--- config.mk ---
export PLATFORM = sky130hd
export DESIGN_NAME = pulse_period_frequency_meter
export DESIGN_NICKNAME = d
export VERILOG_FILES = /design/src/hw/rtl/ppfm_pkg.sv /design/src/hw/rtl/ppfm_ram.sv /design/src/hw/rtl/pulse_period_frequency_meter.sv
export SDC_FILE = /design/constraint.sdc
export NUM_CORES = 1
export LEC_CHECK = 0
export BUFFER_PORTS_ARGS = -buffer_cell sky130_fd_sc_hd__buf_2
export CAP_MARGIN = 20
export CORE_MARGIN = 2
export CORE_UTILIZATION = 30
export DETAILED_ROUTE_END_ITERATION = 6
export GPL_TIMING_DRIVEN = 0
export PLACE_DENSITY = 0.48
export REMOVE_ABC_BUFFERS = 1
export SYNTH_ARGS = -nofsm -noshare
export SYNTH_HDL_FRONTEND = slang
export SYNTH_SLANG_ARGS = --single-unit
export TNS_END_PERCENT = 5
--- constraint.sdc ---
create_clock -name clock -period 5.7 [get_ports clock]
set_input_delay 0.285 -clock clock [delete_from_list [all_inputs] [get_ports clock]]
set_output_delay 0.285 -clock clock [all_outputs]
set_load 0.005 [all_outputs]
--- src/hw/rtl/ppfm_pkg.sv ---
// Shared constants for the pulse period frequency meter.
// No dependencies; imported by pulse_period_frequency_meter and ppfm_checker.
`default_nettype none
package ppfm_pkg;

   localparam int RING_DEPTH = 16;
   localparam int IDX_W      = $clog2(RING_DEPTH);

   localparam int STAMP_W    = 32;
   localparam int CLOCK_W    = 30;
   localparam int FREQ_W     = 38;
   localparam int COUNT_W    = 32;

   // ring sum never wraps: below RING_DEPTH * 2^32
   localparam int SUM_W      = STAMP_W + IDX_W;
   // clock_hz * RING_DEPTH * 256
   localparam int NUM_W      = CLOCK_W + IDX_W + 8;
   localparam int CNT_W      = $clog2(NUM_W + 1);

   localparam logic [FREQ_W-1:0] FREQ_MAX = {FREQ_W{1'b1}};

   // input kind carried on tuser
   localparam logic FUNC_EDGE = 1'b0;
   localparam logic FUNC_TICK = 1'b1;

   // register indexes (byte address bit 2)
   localparam logic REG_CLOCK_HZ = 1'b0;
   localparam logic REG_ENABLE   = 1'b1;

   typedef enum logic [3:0] {
      ST_IDLE   = 4'b0001,
      ST_UPDATE = 4'b0010,
      ST_DIV    = 4'b0100,
      ST_DONE   = 4'b1000
   } state_type;

endpackage
`default_nettype wire

--- src/hw/rtl/ppfm_ram.sv ---
// Generic simple dual-port RAM with a registered read port.
// No dependencies.
`default_nettype none
module ppfm_ram #(
   parameter int WIDTH = 32,
   parameter int DEPTH = 16
) (
   input  wire logic                     clock,
   input  wire logic                     wr_en,
   input  wire logic [$clog2(DEPTH)-1:0] wr_addr,
   input  wire logic [WIDTH-1:0]         wr_data,
   input  wire logic                     rd_en,
   input  wire logic [$clog2(DEPTH)-1:0] rd_addr,
   output logic      [WIDTH-1:0]         rd_data
);

   logic [WIDTH-1:0] mem_ff [DEPTH];
   logic [WIDTH-1:0] rd_data_ff;

   always_ff @(posedge clock) begin
      if (wr_en) begin
         mem_ff[wr_addr] <= wr_data;
      end
      if (rd_en) begin
         rd_data_ff <= mem_ff[rd_addr];
      end
   end

   assign rd_data = rd_data_ff;

endmodule
`default_nettype wire

--- src/hw/rtl/pulse_period_frequency_meter.sv ---
// Pulse period frequency meter: top level with control, ring sum and divider.
// Depends on ppfm_pkg and ppfm_ram.
//
// Usage
//   req_*  : input words. tuser = func (0 edge capture, 1 report tick),
//            tdata = capture timer value at the edge.
//   rsp_*  : one word per report tick while enabled: frequency in hertz
//            with 8 fraction bits and the edge count since the last report;
//            tuser flags an empty ring (frequency then reads 0).
//   csr_*  : APB registers, clock_hz at 0x0 and enable at 0x4.
// Sequence
//   An edge word: in IDLE the old ring entry is read from the RAM,
//   then in UPDATE the new interval is written and the running sum corrected.
//   A report tick goes from IDLE through DIV to DONE; DIV is the restoring divider
//   that produces one quotient bit a cycle, and an empty ring skips it.
//   A disabled tick is taken in IDLE and gives no result word.
// Reset
//   Synchronous. Ring valid bits, running sum, slot, previous time and
//   edge count clear at once, so the ring reads as all zero; no sweep.
// Stalls
//   The result sits in an output register; further words are accepted
//   while it waits. A second report stalls in its last cycle until the
//   first result is taken.
`default_nettype none
module pulse_period_frequency_meter
   import ppfm_pkg::*;
(
   input  wire logic        clock,
   input  wire logic        reset,
   // input words
   input  wire logic        req_tvalid,
   output logic             req_tready,
   input  wire logic [31:0] req_tdata,   // [31:0] capture_time
   input  wire logic        req_tuser,   // [0] func
   // result words
   output logic             rsp_tvalid,
   input  wire logic        rsp_tready,
   output logic      [71:0] rsp_tdata,   // [37:0] frequency_q8, [69:38] edge_count
   output logic             rsp_tuser,   // [0] no_data
   // configuration
   input  wire logic        csr_psel,
   input  wire logic        csr_penable,
   input  wire logic        csr_pwrite,
   input  wire logic [2:0]  csr_paddr,
   input  wire logic [31:0] csr_pwdata,
   output logic      [31:0] csr_prdata,
   output logic             csr_pready
);

   state_type state_ff, state_in;

   logic [CLOCK_W-1:0]    clock_hz_ff, clock_hz_in;
   logic                  enable_ff, enable_in;

   logic [IDX_W-1:0]      slot_ff, slot_in;
   logic [STAMP_W-1:0]    prev_ff, prev_in;
   logic [STAMP_W-1:0]    interval_ff, interval_in;
   logic [COUNT_W-1:0]    edges_ff, edges_in;
   logic [SUM_W-1:0]      sum_ff, sum_in;
   logic [RING_DEPTH-1:0] valid_ff, valid_in;

   logic [NUM_W-1:0]      num_ff, num_in;
   logic [NUM_W-1:0]      quo_ff, quo_in;
   logic [SUM_W-1:0]      rem_ff, rem_in;
   logic [CNT_W-1:0]      cnt_ff, cnt_in;
   logic                  nodata_ff, nodata_in;

   logic                  out_valid_ff, out_valid_in;
   logic [FREQ_W-1:0]     out_freq_ff, out_freq_in;
   logic [COUNT_W-1:0]    out_count_ff, out_count_in;
   logic                  out_nodata_ff, out_nodata_in;

   logic                  accept;
   logic                  csr_write;
   logic                  ram_wr_en;
   logic                  ram_rd_en;
   logic [STAMP_W-1:0]    ram_rd_data;
   logic [STAMP_W-1:0]    old_interval;
   logic [SUM_W:0]        rem_shift;
   logic                  rem_ge;
   logic                  out_free;
   logic [FREQ_W-1:0]     freq_sat;

   ppfm_ram #(
      .WIDTH (STAMP_W),
      .DEPTH (RING_DEPTH)
   ) u_ring (
      .clock   (clock),
      .wr_en   (ram_wr_en),
      .wr_addr (slot_ff),
      .wr_data (interval_ff),
      .rd_en   (ram_rd_en),
      .rd_addr (slot_ff),
      .rd_data (ram_rd_data)
   );

   assign req_tready = (state_ff == ST_IDLE);
   assign accept     = req_tvalid && req_tready;
   assign ram_rd_en  = accept && (req_tuser == FUNC_EDGE);
   assign ram_wr_en  = (state_ff == ST_UPDATE);

   assign csr_write  = csr_psel && csr_penable && csr_pwrite;
   assign csr_pready = 1'b1;
   always_comb begin
      case (csr_paddr[2])
         REG_CLOCK_HZ: csr_prdata = {{(32-CLOCK_W){1'b0}}, clock_hz_ff};
         REG_ENABLE:   csr_prdata = {31'b0, enable_ff};
         default:      csr_prdata = '0;
      endcase
   end

   // entry never written since reset reads as zero
   assign old_interval = valid_ff[slot_ff] ? ram_rd_data : '0;

   // restoring divide step
   assign rem_shift = {rem_ff, num_ff[NUM_W-1]};
   assign rem_ge    = (rem_shift >= {1'b0, sum_ff});

   assign out_free  = !out_valid_ff || rsp_tready;
   assign freq_sat  = (|quo_ff[NUM_W-1:FREQ_W]) ? FREQ_MAX : quo_ff[FREQ_W-1:0];

   always_comb begin
      state_in      = state_ff;
      clock_hz_in   = clock_hz_ff;
      enable_in     = enable_ff;
      slot_in       = slot_ff;
      prev_in       = prev_ff;
      interval_in   = interval_ff;
      edges_in      = edges_ff;
      sum_in        = sum_ff;
      valid_in      = valid_ff;
      num_in        = num_ff;
      quo_in        = quo_ff;
      rem_in        = rem_ff;
      cnt_in        = cnt_ff;
      nodata_in     = nodata_ff;
      out_valid_in  = out_valid_ff && !rsp_tready;
      out_freq_in   = out_freq_ff;
      out_count_in  = out_count_ff;
      out_nodata_in = out_nodata_ff;

      if (csr_write) begin
         case (csr_paddr[2])
            REG_CLOCK_HZ: clock_hz_in = csr_pwdata[CLOCK_W-1:0];
            REG_ENABLE:   enable_in   = csr_pwdata[0];
            default:      ;
         endcase
      end

      case (state_ff)
         ST_IDLE: begin
            if (accept) begin
               if (req_tuser == FUNC_EDGE) begin
                  interval_in = req_tdata - prev_ff;
                  prev_in     = req_tdata;
                  edges_in    = edges_ff + COUNT_W'(1);
                  state_in    = ST_UPDATE;
               end else if (enable_ff) begin
                  num_in    = NUM_W'(clock_hz_ff) * NUM_W'(RING_DEPTH * 256);
                  quo_in    = '0;
                  rem_in    = '0;
                  cnt_in    = CNT_W'(NUM_W);
                  nodata_in = (sum_ff == '0);
                  state_in  = (sum_ff == '0) ? ST_DONE : ST_DIV;
               end
            end
         end
         ST_UPDATE: begin
            sum_in            = sum_ff - SUM_W'(old_interval) + SUM_W'(interval_ff);
            valid_in[slot_ff] = 1'b1;
            slot_in = (slot_ff == IDX_W'(RING_DEPTH - 1)) ? '0 : slot_ff + IDX_W'(1);
            state_in = ST_IDLE;
         end
         ST_DIV: begin
            rem_in = rem_ge ? SUM_W'(rem_shift - {1'b0, sum_ff}) : rem_shift[SUM_W-1:0];
            quo_in = {quo_ff[NUM_W-2:0], rem_ge};
            num_in = {num_ff[NUM_W-2:0], 1'b0};
            cnt_in = cnt_ff - CNT_W'(1);
            if (cnt_ff == CNT_W'(1)) begin
               state_in = ST_DONE;
            end
         end
         ST_DONE: begin
            if (out_free) begin
               out_valid_in  = 1'b1;
               out_freq_in   = nodata_ff ? '0 : freq_sat;
               out_count_in  = edges_ff;
               out_nodata_in = nodata_ff;
               edges_in      = '0;
               state_in      = ST_IDLE;
            end
         end
         default: begin
            state_in = ST_IDLE;
         end
      endcase
   end

   always_ff @(posedge clock) begin
      if (reset) begin
         state_ff     <= ST_IDLE;
         clock_hz_ff  <= CLOCK_W'(1);
         enable_ff    <= 1'b0;
         slot_ff      <= '0;
         prev_ff      <= '0;
         edges_ff     <= '0;
         sum_ff       <= '0;
         valid_ff     <= '0;
         out_valid_ff <= 1'b0;
      end else begin
         state_ff     <= state_in;
         clock_hz_ff  <= clock_hz_in;
         enable_ff    <= enable_in;
         slot_ff      <= slot_in;
         prev_ff      <= prev_in;
         edges_ff     <= edges_in;
         sum_ff       <= sum_in;
         valid_ff     <= valid_in;
         out_valid_ff <= out_valid_in;
      end
   end

   always_ff @(posedge clock) begin
      interval_ff   <= interval_in;
      num_ff        <= num_in;
      quo_ff        <= quo_in;
      rem_ff        <= rem_in;
      cnt_ff        <= cnt_in;
      nodata_ff     <= nodata_in;
      out_freq_ff   <= out_freq_in;
      out_count_ff  <= out_count_in;
      out_nodata_ff <= out_nodata_in;
   end

   assign rsp_tvalid = out_valid_ff;
   assign rsp_tdata  = {{(72 - FREQ_W - COUNT_W){1'b0}}, out_count_ff, out_freq_ff};
   assign rsp_tuser  = out_nodata_ff;

endmodule
`default_nettype wire

==> flow_summary.ini, run 1 <==
[route]
routedWlPerCell_um = 19.5
via_per_inst = 4.70
dr.pass1.iters = 5
num_vias = 24428
antenna_left = 0
drt_wl_total_um = 101000
drc = 0
drt_iter0_markers = 1637

[synthesis]
syn_inst = 3005
ys.flop_type = edfxtp_1
synth-seq-cells = 918
synth_edf_count = 762
netlist_top_cells_area = edfxtp_1 (56%), mux4_2 (9.1%), dfxtp_1 (7.6%)
synth_warnings = 0
yosysTopAreaCellShare_pct = 55.9
synth_area_sq_um = 40900
ys_types = 78
seq_area_frac_synth_pct = 63.5
synth_top_cell_by_area = edfxtp_1
syn_avg_cell_area_sq_um = 13.6
async_flop_share_pct = 0

[clock_network]
clockRootBuffer = clkbuf_16
cts.sinks = 918
tritoncts = done
clock_latency_ns = 0.71
clk_pin_slew_worst_paths_ns = 0.06
cts_buffers = 102
h-tree-depth = 3
clk_path_buf_depth = 3

[floorplan]
dieWidth_um = 373
dieArea_sq_um = 139000
rows = 135
dieHeight_um = 373
num_io_pins = 183
initial_core_util_pct = 30.2
core_sq_um = 135000

[layout]
drive_gt1_share_pct = 18.1
area_growth_pct = 21.1
diodes = 0
final_cell_mix = edfxtp_1 (762), nand2_1 (333), nor2_1 (253)
final_net_count = 3551
final_common_cell = edfxtp_1

[power]
powerDensity_nw_per_um2 = 318
vdd_drop_max_mv = 0.231
leakagePower_uw = 0.0172

[timing]
finalCritPeriodShare_pct = 93.9
drv_slew = 0
max_freq_mhz = 187
tns_ns = 0
hold_viol_final = 0
finClkSkew_ns = 0.0483
setup_viol = 0
relSlewSlack_pct = 30.8
worst_pin_slew_ns = 1.03
period_minus_slack_ns = 5.35
rsz0062_at_grt = false
fin_ws_ns = 0.346

[global_routing]
grt_max_degree = 90
first_global_vias = 24821
antenna_found_initial = 1
grt_overflow = 0
grt_pass1_wl_um = 154000
grt_use_total_pct = 14.4

[worst_setup_path]
r2r_end = sum_ff[34]
crit_type = flip-flop to flip-flop
cp-endpoint = sum_ff[34]
r2r.worst_path.cells = 16
start_kind = flip-flop
r2r_setup_slack_ns = 0.35
worstPathMaxFanout = 16
critPathArrivalTime_ns = 5.94
crit_start = slot_ff[0]
worstSetupEndpointType = flip-flop
r2r_start = slot_ff[0]
required_ns = 6.29

[hold_path]
holdPathStages = 5
hp-class = input port to flip-flop

[place]
dpl.hpwl_um = 65500
place_congestion = 0.810
pre_cts_slack_ns = -0.262
port_buffers = 173

[run]
maxCapViolCount = 0

[run_status]
status = complete, no violations
-- stage by stage --
step	utilization (%)	total power [uW]	area [sq um]	hold WS (ns)	instances
CTS	36.6	16000	49600	0.00989	5196
global placement	32.1	8890	43500	0.437	4835
detailed placement	33.2	8880	44900	0.442	4906
floorplan	-	8470	40400	0.354	2881
finish	36.6	15700	49600	0.0817	5197
global route	36.6	16400	49600	0.0876	5197
-- layout make-up --
class / instances / area [sq um]
clock buffer: 133 / 2760
clock inverter: 57 / 807
fill: 13012 / 85900
inverter: 201 / 759
multi-input combinational: 1763 / 13900
sequential: 918 / 26000
tap: 1781 / 2230
timing repair buffer: 344 / 3140
-- report_power, final --
group / internal (uW) / leakage [uW] / switching, uW
logic: 529 / 0.00733 / 723
clock network: 4200 / 0.00173 / 2760
registers: 7400 / 0.00809 / 136
total: 12100 / 0.0172 / 3610
-- critical path: stages (launching register included) --
cell      delay (ns)
dfxtp_4         0.58
mux4_2          0.65
mux4_2          0.69
and2_1          0.27
fa_1            0.48
inv_1           0.04
ha_1            0.37
and3_1          0.26
a21oi_1         0.10
o221ai_2        0.30
a22o_1          0.26
a21oi_2         0.12
o31ai_1         0.42
nand2_1         0.18
a21oi_1         0.25
o211ai_1        0.13
o211a_1         0.14
-- synthesized netlist by cell type, types with 9 or more instances --
cell type  number
a21o_1         44
nand3_1        28
a31oi_1        11
and2_1         79
or3_1          11
o21bai_1       13
inv_1         200
dfxtp_1       156
nand2b_1       22
fa_1           34
mux4_2        165
xnor2_1        73
mux2i_1         9
a21oi_1       213
xor2_1         42
nand2_1       334
o21ai_1        11
nand4_1        26
buf_2          16
clkbuf_1       95
nor2b_1        45
ha_1          112
nor2_1        267
o21a_1         18
and3_1         18
edfxtp_1      762
nor3_1         14
o21ai_0        48
-- worst min path at each step --
stage	from	endpoint
after floorplan	reset	clock_hz_ff[10]
after global placement	edges_ff[31]	out_count_ff[31]
after detailed placement	edges_ff[31]	out_count_ff[31]
after CTS	csr_penable	clock_hz_ff[15]
after global routing	csr_penable	clock_hz_ff[15]
final	csr_penable	clock_hz_ff[2]
-- registers in the layout, summed over array words and instances (netlist names), 4 cells and up --
name / cells
u_ring.mem_ff: 512
quo_ff: 42
out_freq_ff: 38
rem_ff: 36
sum_ff: 36
edges_ff: 32
interval_ff: 32
out_count_ff: 32
prev_ff: 32
u_ring.rd_data: 32
clock_hz_ff: 30
num_ff: 30
valid_ff: 16
cnt_ff: 6
slot_ff: 4
state_ff: 4
-- repair_timing --
action	in CTS	in global routing
gates resized for setup	0	2
setup endpoints to repair	7	4
setup buffers	3	0
hold buffers	97	0
hold endpoints to repair	66	0
gates cloned	0	1
-- layer usage --
layer	share of wire [%]	global-route usage [%]	vias to the layer above
li1	-	-	11623
met1	47	20.1	12154
met2	46	23.0	499
met3	4.0	2.28	152
met4	2.7	4.51	0
met5	0	0	-
-- logic make-up (layout without fill, tap and decap cells) --
logic type	count (synthesis)	count (layout)	share of synthesized area [%]
DFF	918	918	63.5
and+or+nand+nor	882	882	9.82
AOI/OAI and AO/OA	439	439	6.66
buffers and inverters	328	735	3.12
muxes	175	176	9.32
adders and majority gates	146	146	5.08
xor gates and xnor gates	115	115	2.46
other	2	5	0.0183
(Power assumes the default switching activity.)
==> run 2, diff against run 1 <==
RECOVER_POWER = 50   (was not set)
==> flow_summary.ini, run 2 (synthesis gave the netlist of run 1 again) <==
[run_status]
status = finished, violations left
violations = max-capacitance violations, max-slew violations

[floorplan]
num_io_pins = 183
dieHeight_um = 373
initial_core_util_pct = 30.2
rows = 135
dieWidth_um = 373
core_sq_um = 135000
dieArea_sq_um = 139000

[timing]
max_freq_mhz = 189
hold_viol_final = 0
worst_pin_slew_ns = 3.52
relSlewSlack_pct = -135
finalCritPeriodShare_pct = 93.0
whs_ns = 0.0879
finClkSkew_ns = 0.0493
fin_ws_ns = 0.401
setup_viol = 0
period_minus_slack_ns = 5.30
drv_slew = 298
rsz0062_at_grt = false

[worst_setup_path]
r2r_start = slot_ff[0]
slowest_delay_ns = 0.68
worstPathMaxFanout = 16
crit_start = slot_ff[0]
crit_type = flip-flop to flip-flop
crit_chain = mux4_2 -> mux4_2 -> and2_1 -> fa_1 -> inv_1 -> fa_1 -> a211o_1 -> a21oi_1 -> o221ai_2 -> a22o_1 -> a21oi_2 -> o31ai_1 -> nand2_1 -> a21oi_1 -> xnor2_1 -> a21oi_1
required_ns = 6.26
cpMostUsedCell = a21oi_1
start_kind = flip-flop
critPathArrivalTime_ns = 5.86
worstSetupEndpointType = flip-flop
critPathSlowestCell = mux4_2

[place]
pre_cts_slack_ns = -0.262
port_buffers = 173
dpl.hpwl_um = 65500
place_congestion = 0.810

[layout]
final_common_cell = edfxtp_1
final_cell_mix = edfxtp_1 (762), nand2_1 (333), nor2_1 (259)
regMostFlops = u_ring.mem_ff
area_growth_pct = 20.1
largest_register_ffs = 512
drive_gt1_share_pct = 15.1
postLayoutCoreUtil_pct = 36.3
final_net_count = 3551
diodes = 0
reg_top3 = u_ring.mem_ff (512), quo_ff (42), out_freq_ff (38)
nFillCells = 13094

[global_routing]
first_global_vias = 24821
grt_pass1_wl_um = 154000
grt_overflow = 0
antenna_found_initial = 1
grt_use_total_pct = 14.4
grt_max_degree = 90

[route]
routedWlPerCell_um = 19.5
via_per_inst = 4.70
dr.pass1.iters = 7
antenna_left = 0
num_vias = 24439
drt_wl_total_um = 101000
drc = 0
drt_iter0_markers = 1710

[clock_network]
tritoncts = done
clk_pin_slew_worst_paths_ns = 0.06
h-tree-depth = 3
cts.sinks = 918
clk_path_buf_depth = 3
clock_latency_ns = 0.72
cts_buffers = 102
clockRootBuffer = clkbuf_16

[power]
powerDensity_nw_per_um2 = 320
vdd_drop_max_mv = 0.230
leakagePower_uw = 0.0167

[hold_path]
hp-class = input port to flip-flop
worstHoldStart = csr_penable

[run]
maxCapViolCount = 10
run 2: changes by cell type in the layout (fill, tap and decap cells not counted), moves of 7 or more:
cell,delta
clkbuf_1,+87
buf_2,-79
clkbuf_2,+8
and2_0,+7
and2_1,-7
run 2: stage by stage:
step | setup TNS (ns) | instance area (sq um) | total power [uW] | instances
final | 0 | 49200 | 15700 | 5197
after detailed placement | -1.17 | 44900 | 8880 | 4906
after CTS | 0 | 49600 | 16000 | 5196
after global placement | -5284.34 | 43500 | 8890 | 4835
after floorplan | -1277.51 | 40400 | 8470 | 2881
after global routing | 0 | 49200 | 16400 | 5197
run 2: timing repair:
| action | in CTS | in global routing |
|---|---|---|
| hold buffers | 97 | 0 |
| buffers inserted | 3 | 0 |
| endpoints found under the setup margin | 7 | 4 |
| resized for setup | 0 | 2 |
| endpoints found under the hold margin | 66 | 0 |
| gates cloned | 0 | 1 |
run 2: path summary, 6_finish.rpt:
kind                                   endpoint  slack [ns]  cells after the start
worst max-delay path                 sum_ff[32]        0.40                     16
worst min-delay path            clock_hz_ff[15]        0.09                      5
worst max register to register       sum_ff[32]        0.40                     16
worst min register to register       sum_ff[12]        0.45                      2
run 2: routing by layer:
layer | wire length, um | vias to the layer above | track usage [%]
met1 | 47500 | 12167 | 20.1
met2 | 47000 | 495 | 23.0
met4 | 2800 | 0 | 4.51
met5 | 0 | - | 0
met3 | 4010 | 158 | 2.28
li1 | - | 11619 | -
run 2: critical path: cells and delay by family, from the launching register on:
family | cells | cell delay (ns)
AO/OA/AOI/OAI | 8 | 1.70
multiplexers | 2 | 1.33
adder cells (fa/ha/maj) | 2 | 0.94
flip-flops | 1 | 0.53
AND/OR/NAND/NOR | 2 | 0.40
XOR/XNOR | 1 | 0.15
buffers and inverters | 1 | 0.07
run 2: area by class of cell:
class / count / area [sq um] / area share, %
Clock inverter: 57 / 807 / 1.64
Inverter: 201 / 759 / 1.54
Tap cell: 1781 / 2230 / 4.53
Sequential cell: 918 / 26000 / 52.9
Timing Repair Buffer: 344 / 2820 / 5.74
Multi-Input combinational cell: 1763 / 13800 / 28.0
Clock buffer: 133 / 2760 / 5.62
run 2: report_power, final:
part           internal, uW  switching (uW)  leakage (uW)
clock                  4200            2760       0.00173
sequential             7400             135       0.00809
combinational           524             721       0.00692
total                 12100            3610        0.0167
==> run 3, diff against run 2 <==
CORE_UTILIZATION = 55   (was 30)
PLACE_DENSITY = 0.75   (was 0.48)
SETUP_SLACK_MARGIN = 0.2   (was not set)
==> flow_summary.ini, run 3 (synthesis gave the netlist of run 1 again) <==
[place]
place_congestion = 0.903
port_buffers = 173
dpl.hpwl_um = 59200
pre_cts_slack_ns = -0.870
postPlaceCellArea_sq_um = 43800

[global_routing]
grt_overflow = 0
first_global_vias = 26032
grt_pass1_wl_um = 150000
antenna_found_initial = 0
grt_use_total_pct = 25.4
grt_max_degree = 90

[worst_setup_path]
r2r_start = slot_ff[1]
cp-endpoint = sum_ff[33]
r2r.worst_path.cells = 19
required_ns = 6.19
start_kind = flip-flop
worstPathMaxFanout = 29
r2r_end = sum_ff[33]
worstSetupEndpointType = flip-flop
critPathArrivalTime_ns = 5.89
crit_start = slot_ff[1]
r2r_setup_slack_ns = 0.30
crit_type = flip-flop to flip-flop

[route]
drt_iter0_markers = 2948
num_vias = 25855
antenna_left = 0
dr.pass1.iters = 7
via_per_inst = 5.96
drc = 1
drt_wl_total_um = 97400
routedWlPerCell_um = 22.4

[power]
vdd_drop_max_mv = 0.254
powerDensity_nw_per_um2 = 312
leakagePower_uw = 0.0164

[floorplan]
initial_core_util_pct = 55.3
core_sq_um = 74100
num_io_pins = 183
dieArea_sq_um = 76600
rows = 100
dieWidth_um = 277
dieHeight_um = 277

[clock_network]
clk_path_buf_depth = 3
tritoncts = done
cts_buffers = 92
h-tree-depth = 3
clock_latency_ns = 0.67
clk_pin_slew_worst_paths_ns = 0.06
clockRootBuffer = clkbuf_16
cts.sinks = 918

[layout]
final_net_count = 3514
area_growth_pct = 16.0
reg_top3 = u_ring.mem_ff (512), quo_ff (42), out_freq_ff (38)
largest_register_ffs = 512
drive_gt1_share_pct = 15.9
final_area_sq_um = 47500
final_common_cell = edfxtp_1
final_cell_mix = edfxtp_1 (762), nand2_1 (333), nor2_1 (254)
regMostFlops = u_ring.mem_ff
diodes = 0

[timing]
worst_pin_slew_ns = 2.68
finClkSkew_ns = 0.0447
max_freq_mhz = 185
fin_ws_ns = 0.298
setup_viol = 0
relSlewSlack_pct = -78.9
drv_slew = 251
period_minus_slack_ns = 5.40
finalCritPeriodShare_pct = 94.8
hold_viol_final = 0
rsz0062_at_grt = false

[run_status]
status = finished, violations left
violations = design-rule violations, max-capacitance violations, max-slew violations

[run]
maxCapViolCount = 8

[hold_path]
holdPathStages = 4
hp-class = input port to flip-flop
[run 3: stage by stage]
stage	utilization, %	setup TNS [ns]	total power (uW)	cells	hold slack (ns)
finish	64.1	0	14800	4340	0.00653
global route	64.1	0	15300	4340	0.0111
CTS	64.4	0	14900	4332	0.00824
detailed placement	59.1	-11.35	8820	4086	0.442
global placement	57.4	-4117.75	8780	4023	0.439
floorplan	-	-1277.51	8470	2881	0.354
[run 3: power by group]
part           switching [uW]  total [uW]  leakage, uW  internal, uW
clock                    2620        6070      0.00147          3440
combinational             714        1220      0.00680           509
sequential                135        7530      0.00809          7400
[run 3: repair_timing]
| item | in CTS | in global routing |
|---|---|---|
| hold buffers | 62 | 0 |
| hold endpoints to repair | 63 | 0 |
| resized for setup | 3 | 2 |
| endpoints found under the setup margin | 30 | 13 |
| gates cloned | 5 | 2 |
| buffers inserted | 7 | 5 |
| pin swaps | 0 | 0 |
[run 3: final cells by class]
type,instances,area (sq um)
Tap cell,969,1210
Timing Repair Buffer,316,2590
Multi-Input combinational cell,1764,13900
Fill cell,5141,26600
Clock inverter,54,529
Inverter,201,759
Clock buffer,118,2520
Sequential cell,918,26000
[run 3: metal layers]
metal	vias to the layer above	wire length [um]	global-route usage, %
met4	0	4000	10.2
met3	250	6800	3.52
li1	11526	-	-
met2	1240	48500	43.5
met1	12839	38100	32.9
met5	-	0	0
[run 3: how the worst min path moves through the flow]
| stage | slack, ns | from | endpoint |
|---|---|---|---|
| after floorplan | 0.35 | reset | clock_hz_ff[10] |
| after global placement | 0.44 | edges_ff[31] | out_count_ff[31] |
| after detailed placement | 0.44 | edges_ff[31] | out_count_ff[31] |
| after CTS | 0.008 | rsp_tready | rsp_tvalid |
| after global routing | 0.01 | rsp_tready | rsp_tvalid |
| final | 0.007 | rsp_tready | rsp_tvalid |
[run 3: critical path, cell delays in order (launching register included)]
cell,delay [ns]
dfxtp_1,0.43
buf_16,0.26
buf_16,0.23
mux4_2,0.42
mux4_2,0.66
buf_4,0.23
and2_1,0.16
fa_1,0.47
inv_1,0.04
ha_1,0.37
o21a_1,0.23
o2111a_1,0.27
o2bb2ai_1,0.14
a31o_2,0.29
a21oi_4,0.21
o21a_2,0.20
o211ai_2,0.12
a31oi_1,0.23
xnor2_1,0.14
a21oi_1,0.08
